File: config.mk
export PLATFORM = sky130hd
export DESIGN_NAME = pgn_table
export DESIGN_NICKNAME = d
export VERILOG_FILES = /design/src/pgn_pkg.sv /design/src/pgn_table.sv
export SDC_FILE = /design/constraint.sdc
export NUM_CORES = 2
export LEC_CHECK = 0
export ABC_AREA = 1
export BUFFER_PORTS_ARGS = -buffer_cell sky130_fd_sc_hd__buf_2
export CORE_MARGIN = 2
export CORE_UTILIZATION = 45
export DETAILED_ROUTE_END_ITERATION = 12
export GPL_ROUTABILITY_DRIVEN = 0
export PLACE_DENSITY = 0.63
export SYNTH_ARGS = -nofsm -noshare
export SYNTH_HDL_FRONTEND = slang
export SYNTH_SLANG_ARGS = --single-unit
export TNS_END_PERCENT = 5
File: constraint.sdc
create_clock -name clk -period 3.5 [get_ports clk]
set_input_delay 1.05 -clock clk [delete_from_list [all_inputs] [get_ports clk]]
set_output_delay 1.05 -clock clk [all_outputs]
set_load 0.02 [all_outputs]
File: src/pgn_pkg.sv
`default_nettype none

package pgn_pkg;

  // Permutation table geometry (depth must be a power of two)
  localparam int TABLE_SIZE = 256;
  localparam int TBL_AW     = $clog2(TABLE_SIZE);
  localparam int ENTRY_W    = 8;
  localparam int INDEX_W    = 8;

  // Field and datapath widths
  localparam int COORD_W = 32;
  localparam int FREQ_W  = 24;
  localparam int FRAC_W  = 16;
  localparam int FADE_W  = FRAC_W + 1;
  localparam int OFS_W   = FRAC_W + 1;
  localparam int GRAD_W  = OFS_W + 2;
  localparam int NOISE_W = 18;

  // Shared multiplier operand and product widths
  localparam int MUL_AW = COORD_W + 1;
  localparam int MUL_BW = FREQ_W + 1;
  localparam int MUL_PW = MUL_AW + MUL_BW;

  // Configuration port
  localparam int CFG_AW = 2;
  localparam int CFG_DW = FREQ_W;

  typedef enum logic [CFG_AW-1:0] {
    REG_FREQUENCY  = 2'd0,
    REG_SEED_BITS  = 2'd1,
    REG_DIMENSIONS = 2'd2,
    REG_UNIT_RANGE = 2'd3
  } cfg_reg_t;

  // Improved-noise gradient: pick two of the three offsets by the hash
  // and negate each by one hash bit.
  function automatic logic signed [GRAD_W-1:0] gradient(
    input logic [3:0]               h,
    input logic signed [OFS_W-1:0]  x,
    input logic signed [OFS_W-1:0]  y,
    input logic signed [OFS_W-1:0]  z
  );
    logic signed [GRAD_W-1:0] u;
    logic signed [GRAD_W-1:0] v;
    u = (h < 4'd8) ? GRAD_W'(x) : GRAD_W'(y);
    if (h < 4'd4) begin
      v = GRAD_W'(y);
    end else if (h == 4'd12 || h == 4'd14) begin
      v = GRAD_W'(x);
    end else begin
      v = GRAD_W'(z);
    end
    if (h[0]) u = -u;
    if (h[1]) v = -v;
    return u + v;
  endfunction

endpackage

`default_nettype wire

File: src/pgn_table.sv
`default_nettype none

module pgn_table import pgn_pkg::*; (
  input  wire logic               clk,
  input  wire logic               wr_en,
  input  wire logic [TBL_AW-1:0]  wr_addr,
  input  wire logic [ENTRY_W-1:0] wr_data,
  input  wire logic               rd_en,
  input  wire logic [TBL_AW-1:0]  rd_addr,
  output logic      [ENTRY_W-1:0] rd_data
);

  logic [ENTRY_W-1:0] mem [TABLE_SIZE];

  always_ff @(posedge clk) begin
    if (wr_en) begin
      mem[wr_addr] <= wr_data;
    end
    if (rd_en) begin
      rd_data <= mem[rd_addr];
    end
  end

endmodule

`default_nettype wire

# --- Yosys cells after proc, flatten, opt, wreduce, memory -nomap -nowiden ---
# Memory sizes are Yosys's and may differ from the RTL's. A register that Yosys moved wholly into a read port is not among the register bits.
# Cells that the tools add are included.
op_classes:
  muxes: 2
ops:
  columns: ["cell", "count"]
  rows:
  - ["$mux W1", 2]
word_totals:
  reg_bits: 0
  ram_bits: 2048
  inputBits: 27
  output_inout_bits: 8
  wordCells: 3
  n_memories: 1
mem_list:
  columns: ["name", "words", "width", "rd", "rd_ports_with_merged_regs", "write_ports", "line_no", "source"]
  rows:
  - ["mem", 256, 8, 1, 1, 1, "pgn_table.sv:13", "logic [ENTRY_W-1:0] mem [TABLE_SIZE];"]

# --- Longest topological paths before layout ---
depth:
  word_depth: 2
  depth_mapped: 15
  ltp_nobuf: 11

# --- Least setup slack after synthesis ---
# OpenSTA, ideal clock, no wires.
synth_path:
  kind: "input -> register"
  from: "input wr_en"
  to: "memory mem[162][0] (enable)"
  setup_time_ns: 0.370
  arrival_ns: 2.171
  required_time_ns: 3.130
  path_slack_ns: 0.959
  stages: 4
  n_path_buf: 2
  path_cell_list: "clkbuf_1 nand3_1 clkbuf_1 nor2_1"
synth_via:
  elab_chain_len: 2
synth_lines:
  columns: ["element", "line_no", "source"]
  rows:
  - ["from (decl)", "pgn_table.sv:5", "input wire logic wr_en,"]
  - ["$mux W1", "pgn_table.sv:16", "if (wr_en) begin"]
  - ["$mux W1 (implied by the code)", "pgn_table.sv:17", "mem[wr_addr] <= wr_data;"]
  - ["to (decl)", "pgn_table.sv:13", null]
# No other way between the ends.

==> results.yml <==
status:
  status: "completed"
synth:
  netlist_area_sq_um: 83500
  yosys-top-cells-area: "edfxtp_1, nand3_1, nand2_1"
  ys_types: 13
  synth_fp_nets: 7030
  ys_warn_count: 0
  yosys_register_bits: 2056
  syn_avg_cell_area_sq_um: 11.9
  synth_top_area_share_pct: 74.0
  ys_seq_area_share_pct: 74.0
  yosys.area.top_type: "edfxtp_1"
  synth_cells: 7003
sta:
  setup_tns_ps: 0
  tightest_slew_ps: 946
  relSlewSlack_pct: 36.9
  post-route-min-period_ps: 2850
  finalMaxSlewViolations: 0
  clock_skew_ps: 26.4
  clock.fmax_mhz: 350
  setup_viol: 0
  rsz0062_at_grt: "false"
  hold_viol: 0
  min_period_over_period_pct: 81.5
drt:
  vias: 56407
  drc: 0
  ant_nets: 0
  dr.first_iter.drc_count: 7352
  routed_wl_um: 237000
  drt-vias-per-instance: 5.66
  wire_per_inst_um: 23.8
  drtPass1Iterations: 7
run:
  cap_violations: 0
finish:
  utilization_pct: 52.1
  fin_nets: 7340
  final_cell_mix: "nand2_1, edfxtp_1, nand3_1"
  drive_gt1_share_pct: 11.6
  layout_commonest_cell: "nand2_1"
  area_growth_pct: 15.4
pwr:
  leakage_uw: 0.0342
  pwr-share-clk_pct: 40.9
  seqPwrFrac_pct: 52.5
  ir_drop_v: 0.000559
  p_sw_share_pct: 22.8
  power_density_nw_per_um2: 537
  netSwitchingPower_uw: 11800
  combPwrFrac_pct: 6.6
  power.internal_uw: 39900
setup_path:
  cp.required_ps: 4250
  start_kind: "primary input"
  critPathKind: "primary input to register"
  crit_arrival_ps: 3600
  crit_fanout: 36
  crit_path_end_kind: "register"
grt:
  first_global_vias: 53953
  grt_util_all_layers_pct: 24.6
  grt_pass1_wl_um: 350000
  antenna_found_initial: 13
  grt_overflow_total: 0
  grt_start_max_net_pins: 130
floorplanning:
  die_h_um: 435
  die_area_sq_um: 189000
  ios: 35
  core_sq_um: 185000
  start_util_pct: 45.2
  die_w_um: 435
  rows: 158
place:
  dpl.hpwl_um: 143000
  port_buffers: 34
cts:
  root_buffer: "clkbuf_16"
  cts_buffers: 206
  ctsLongestPathBuffers: 3
  clock_latency_ps: 870
  cts_tree: "done"
  clock-sinks: 2056
  htree_levels: 4
  clkTransAtPathRegs_ps: 60
  cts_resized: 0
  cts_setup_buffers: 0
  cts_hold_buf: 0
hold_path:
  worstHoldPathType: "primary input to register"
-- cell families (layout without fill, tap and decap cells) --
logic type / after synthesis / count (layout) / synth area share, %
and+or+nand+nor: 4425 / 4425 / 22.9
DFF: 2056 / 2056 / 74.0
other: 0 / 5 / 0
buffers and inverters: 522 / 995 / 3.12
-- state kept, by name (all words and copies together), names as in the netlist --
name and count:
mem 2048, rd_data 8
-- critical path, cell delays in order --
cell and delay [ps]:
buf_8 200, buf_4 240, buf_12 190, buf_12 220, nand2_1 70, nand3_1 100, nand3_1 130, nand3_1 120
nand3_1 190, nand3_1 230, nand3_1 410, nand2_1 230, nand2_1 90, nand2_1 80
-- power by group through the flow --
stage / Combinational (uW) / Clock (uW) / Sequential, uW
floorplan: 1680 / 0 / 27700
global placement: 3320 / 0 / 27700
detailed placement: 3350 / 0 / 27700
CTS: 3370 / 21400 / 27200
global route: 3640 / 22400 / 27200
finish: 3400 / 21200 / 27200
-- through the flow --
stage / setup slack, ps / cells / hold WS (ps) / cell area (sq um) / total power (uW)
2_1_floorplan: 959 / 7003 / 911 / 83500 / 29400
3_3_place_gp: -101 / 9585 / 1070 / 89900 / 31000
3_5_place_dp: -63.6 / 9585 / 1080 / 89900 / 31100
4_1_cts: 703 / 9956 / 590 / 96300 / 52000
5_1_grt: 647 / 9958 / 602 / 96300 / 53200
6_report: 646 / 9961 / 610 / 96300 / 51700
-- path summary, 6_finish.rpt --
path          startpoint     endpoint  slack (ps)  cells past startpoint
max           rd_addr[0]   rd_data[2]         650                     14
min           wr_data[7]  mem[148][7]         610                      1
max reg2reg  mem[138][2]   rd_data[2]        1330                     10
min reg2reg  mem[210][5]   rd_data[5]        1110                     10
-- layer usage --
metal	GRT usage, %	part of all wire, %	up-vias
li1	-	-	25486
met1	34.0	40	27772
met2	39.0	47	2683
met3	4.29	9.0	462
met4	9.81	4.0	4
met5	0	0.013	-
-- cells in the mapped netlist --
library cell and number:
inv_1 36, buf_6 16, edfxtp_1 2056, inv_2 2
buf_2 268, buf_8 1, inv_4 1, buf_1 40
buf_4 46, nand2_1 2123, nor2_1 283, nand3_1 2019
clkbuf_1 112
-- final cells by class --
class	instances	area [sq um]
diodes	5	12.5
clock buffers	261	5430
clock inverters	110	1020
fillers	15490	88500
inverters	39	180
multi-input cells	4425	19200
flip-flops and latches	2056	61700
well taps	2480	3100
repair buffers	585	5680
Power figures use the tool's default switching activity.
