===== config.mk =====
export PLATFORM = sky130hd
export DESIGN_NAME = pgn_mul
export DESIGN_NICKNAME = d
export VERILOG_FILES = /design/src/pgn_pkg.sv /design/src/pgn_mul.sv
export SDC_FILE = /design/constraint.sdc
export NUM_CORES = 2
export LEC_CHECK = 0
export ABC_AREA = 0
export BUFFER_PORTS_ARGS = -buffer_cell sky130_fd_sc_hd__clkbuf_2
export CORE_ASPECT_RATIO = 1.2
export CORE_MARGIN = 2
export CORE_UTILIZATION = 40
export CTS_BUF_LIST = sky130_fd_sc_hd__clkbuf_8
export CTS_CLUSTER_DIAMETER = 150
export DETAILED_ROUTE_END_ITERATION = 8
export PLACE_DENSITY = 0.61
export SYNTH_ARGS = -nofsm -noshare
export SYNTH_HDL_FRONTEND = slang
export SYNTH_SLANG_ARGS = --single-unit
export TNS_END_PERCENT = 20

===== constraint.sdc =====
create_clock -name clk -period 7.71 [get_ports clk]
set_clock_uncertainty 0.1 [all_clocks]
set_input_delay 0.3855 -clock clk [delete_from_list [all_inputs] [get_ports clk]]
set_output_delay 0.3855 -clock clk [all_outputs]
set_load 0.05 [all_outputs]

===== src/pgn_pkg.sv =====
`default_nettype none

package pgn_pkg;

  // Permutation table geometry (depth must be a power of two)
  localparam int TABLE_SIZE = 256;
  localparam int TBL_AW     = $clog2(TABLE_SIZE);
  localparam int ENTRY_W    = 8;
  localparam int INDEX_W    = 8;

  // Field and datapath widths
  localparam int COORD_W = 32;
  localparam int FREQ_W  = 24;
  localparam int FRAC_W  = 16;
  localparam int FADE_W  = FRAC_W + 1;
  localparam int OFS_W   = FRAC_W + 1;
  localparam int GRAD_W  = OFS_W + 2;
  localparam int NOISE_W = 18;

  // Shared multiplier operand and product widths
  localparam int MUL_AW = COORD_W + 1;
  localparam int MUL_BW = FREQ_W + 1;
  localparam int MUL_PW = MUL_AW + MUL_BW;

  // Configuration port
  localparam int CFG_AW = 2;
  localparam int CFG_DW = FREQ_W;

  typedef enum logic [CFG_AW-1:0] {
    REG_FREQUENCY  = 2'd0,
    REG_SEED_BITS  = 2'd1,
    REG_DIMENSIONS = 2'd2,
    REG_UNIT_RANGE = 2'd3
  } cfg_reg_t;

  // Improved-noise gradient: pick two of the three offsets by the hash
  // and negate each by one hash bit.
  function automatic logic signed [GRAD_W-1:0] gradient(
    input logic [3:0]               h,
    input logic signed [OFS_W-1:0]  x,
    input logic signed [OFS_W-1:0]  y,
    input logic signed [OFS_W-1:0]  z
  );
    logic signed [GRAD_W-1:0] u;
    logic signed [GRAD_W-1:0] v;
    u = (h < 4'd8) ? GRAD_W'(x) : GRAD_W'(y);
    if (h < 4'd4) begin
      v = GRAD_W'(y);
    end else if (h == 4'd12 || h == 4'd14) begin
      v = GRAD_W'(x);
    end else begin
      v = GRAD_W'(z);
    end
    if (h[0]) u = -u;
    if (h[1]) v = -v;
    return u + v;
  endfunction

endpackage

`default_nettype wire


===== src/pgn_mul.sv =====
`default_nettype none

module pgn_mul import pgn_pkg::*; (
  input  wire logic                     clk,
  input  wire logic signed [MUL_AW-1:0] op_a,
  input  wire logic signed [MUL_BW-1:0] op_b,
  output logic      signed [MUL_PW-1:0] prod
);

  logic signed [MUL_PW-1:0] full;

  assign full = op_a * op_b;

  always_ff @(posedge clk) begin
    prod <= full;
  end

endmodule

`default_nettype wire


# --- Yosys cells after proc, flatten, opt, wreduce, memory -nomap -nowiden ---
# Index checks and enable logic that the tools add are counted.
op_classes:
  n_div: 0
  n_eq_ne: 0
  order_cmp: 0
  n_reduce_logical: 0
  n_addsub: 0
  bitwise: 0
  mul: 1
  shifts: 0
  n_mux: 0
op_table:
  columns: ["cell", "n"]
  rows:
  - ["33-bit by 25-bit multiplier with 58-bit output", 1]
totals:
  input_bits: 59
  latchBits: 0
  memories: 0
  out_inout_bits: 58
  reg_bits: 58
  rom_bits: 0
  mem_bits_rw: 0

# --- Depth between registers and ports, before layout ---
depth:
  depth_word: 1
  ltp_mapped: 27
  mapped_depth_nobuf: 26

# --- Worst setup path after synthesis ---
# OpenSTA, ideal clock, no wires.
synth_path:
  kind: "in2reg"
  start: "input port op_a[32]"
  end: "register prod[57]"
  arrival_ps: 7027
  setup_ps: 64
  cell_stages: 25
  required_ps: 7546
  setup_slack_ps: 519
  path_cell_list: "clkbuf_1 > nand2_1 > inv_1 > fa_1 > fa_1 > inv_1 > fa_1 > inv_1 > fa_1 > fa_1 > fa_1 > inv_1 > fa_1 > inv_1 > ha_1 > a21o_1 > a21o_1 > a21o_1 > a2111oi_0 > o32ai_1 > a21oi_2 > o21a_1 > a21oi_2 > or4_1 > nand4_1"
synth_between:
  elab_chain_len: 1
synth_lines:
  columns: ["item", "line_no", "source"]
  rows:
  - ["from (decl)", "pgn_mul.sv:5", "input wire logic signed [MUL_AW-1:0] op_a,"]
  - ["33-bit by 25-bit multiplier with 58-bit output", "pgn_mul.sv:12", "assign full = op_a * op_b;"]
  - ["via full[57]", "pgn_mul.sv:10", "logic signed [MUL_PW-1:0] full;"]
  - ["to (signal assigned)", "pgn_mul.sv:15", "prod <= full;"]
  - ["to (decl)", "pgn_mul.sv:7", "output logic signed [MUL_PW-1:0] prod"]
# The timed path passes the listed nets, and every way through them passes these cells.

# --- Worst setup path in the final report ---
# Ends and elaborated chain as after synthesis.

==> impl_metrics.py <==
metrics = {
    "synthesis": {
        "synth_area_leaders": "fa_1, inv_1, and2_1",
        "yosysWarnings": 0,
        "yosysSeqAreaShare": 0.0388,
        "synth_enable_flop_cells": 0,
        "netlist.area_leader.share": 0.563,
        "syn_area_per_cell_um2": 9.46,
        "ys_ff_latch": 58,
        "async_reset_ff_frac": 0,
        "syn_inst": 3163,
        "syn-num-nets": 4221,
        "yosys.area.top_type": "fa_1",
        "synthDistinctLibCells": 62,
        "synth_ff_type": "dfxtp_1",
        "syn_area_um2": 29900,
    },
    "layout": {
        "drive_above_1_share": 0.0824,
        "syn_to_final_growth_pct": 8.64,
        "largest_register_ffs": 58,
        "largest_registers": "prod x58",
        "fin_area_um2": 32500,
        "fillCellCount": 7349,
        "largest-register": "prod",
        "final_common_cell": "fa_1",
        "nNetsFinal": 4319,
        "most-common-layout-cells": "fa_1, inv_1, nand2_1",
    },
    "clock_tree": {
        "clockRootBuffer": "clkbuf_8",
        "cts_resized": 0,
        "clock-sinks": 58,
        "cts.htree.levels": 3,
        "cts_setup_buffers": 0,
        "holdBufCountCts": 0,
        "clk_path_buf_depth": 2,
        "cts_tree": "yes",
        "clk_pin_slew_ns": 0.07,
        "cts_made_buffers": 9,
    },
    "worst_setup_path": {
        "cp-end-kind": "register",
        "critPathLaunch": "op_a[32]",
        "cp.arrival_ns": 7.48,
        "slowest_stage": "fa_1",
        "worst_setup_path_start_kind": "input pin",
        "critPathKind": "input pin to register",
        "critical_path_required_ns": 8.00,
        "cp-endpoint": "prod[57]",
        "cp_max_fo": 14,
        "slowest_delay_ns": 0.72,
        "cpMostUsedCell": "fa_1",
    },
    "min_path": {
        "hold_depth": 3,
        "hp-class": "input pin to register",
    },
    "global_route": {
        "grt_max_degree": 34,
        "grt-ovfl-total": 0,
        "grt_pass1_wl_um": 131000,
        "antenna_found_initial": 5,
        "grt_pass1_vias": 23800,
        "grt.total_usage": 0.224,
    },
    "timing": {
        "rsz0062_at_grt": "false",
        "hold_viol": 0,
        "drv_slew": 0,
        "tns_ns": 0,
        "slew_headroom": 0.539,
        "finalCritPeriodShare": 0.932,
        "worstMarginPinSlew_ns": 0.692,
        "fmax_mhz": 139,
        "setup_ws_ns": 0.522,
        "final.min_clock_period_ns": 7.19,
        "setup_violations": 0,
    },
    "die": {
        "fp-row-count": 109,
        "die_area_um2": 77100,
        "ioPinCount": 117,
        "placeableCoreArea_um2": 73900,
        "start_util": 0.405,
        "fp.dieH_um": 304,
        "die_w_um": 254,
    },
    "routing": {
        "post_drt_via_cell_ratio": 4.88,
        "dr.pass1.iters": 5,
        "drt-total-wl_um": 79500,
        "ant_nets": 0,
        "vias": 20800,
        "drc_errors": 0,
        "wl_per_cell_um": 18.6,
        "drt-initial-drc-count": 849,
    },
    "place": {
        "gp_congestion": 0.871,
        "place_hpwl_um": 67300,
        "place_ws_ns": 0.0423,
        "port_buffers": 116,
        "placed_area_um2": 32300,
    },
    "flow_run": {
        "cap_violations": 0,
    },
    "run_status": {
        "status": "finished clean",
    },
}
==> final cells by class <==
cell class	instances	area [um2]	share of cell area
antenna	6	15.0	0.000462
clock buffer	10	138	0.00423
clock inverter	4	68.8	0.00212
inverter	779	2920	0.0899
multi-input combinational	2179	25300	0.778
sequential	58	1160	0.0357
tap	999	1250	0.0384
timing repair buffer	234	1680	0.0516
==> cell usage after synthesis (19+ instances only) <==
cell	n
fa_1	842
inv_1	778
nand2_1	422
and2_1	410
ha_1	157
clkbuf_1	141
nor2_1	59
dfxtp_1	58
a21oi_1	48
xnor2_1	44
a21o_1	25
o21ai_0	23
xor2_1	19
==> worst min path at each step <==
stage	start	end	slack [ns]
2_1_floorplan	op_a[0]	prod[0]	0.41
3_3_place_gp	prod[16]	prod[16]	0.78
3_5_place_dp	prod[16]	prod[16]	0.78
4_1_cts	op_b[0]	prod[0]	0.47
5_1_grt	op_b[0]	prod[0]	0.50
6_report	op_b[0]	prod[0]	0.49
==> cell families after synthesis <==
family / after synthesis / share of synthesized area
compound gates: 168 / 0.0392
xor+xnor: 63 / 0.0184
fa+ha+maj: 999 / 0.629
buf+inv: 926 / 0.117
simple gates: 949 / 0.158
flops: 58 / 0.0388
==> critical path: cells and delay by family <==
family / cells / cell delay, ns
fa+ha+maj: 8 / 4.12
buf+inv: 7 / 0.58
simple gates: 3 / 0.70
compound gates: 8 / 1.67
==> stage by stage <==
| step | utilization | std cells | hold slack (ns) |
|---|---|---|---|
| after floorplan | - | 3163 | 0.413 |
| after global placement | 0.437 | 4249 | 0.780 |
| after global routing | 0.440 | 4267 | 0.503 |
| final | 0.440 | 4269 | 0.494 |
| after CTS | 0.440 | 4263 | 0.473 |
| after detailed placement | 0.437 | 4249 | 0.781 |
==> per-layer routing <==
metal  wire length, um  part of all wire  GRT usage  vias up
li1                  -                 -          -     9247
met1             30000              0.38      0.262    11000
met2             43100              0.54      0.411      413
met3              2650             0.033     0.0247      142
met4              3650             0.046     0.0969        2
met5                11           0.00014          0        -
Power is not shown: default switching activity piles up to over one toggle a cycle in this logic, so the estimate is an artifact.
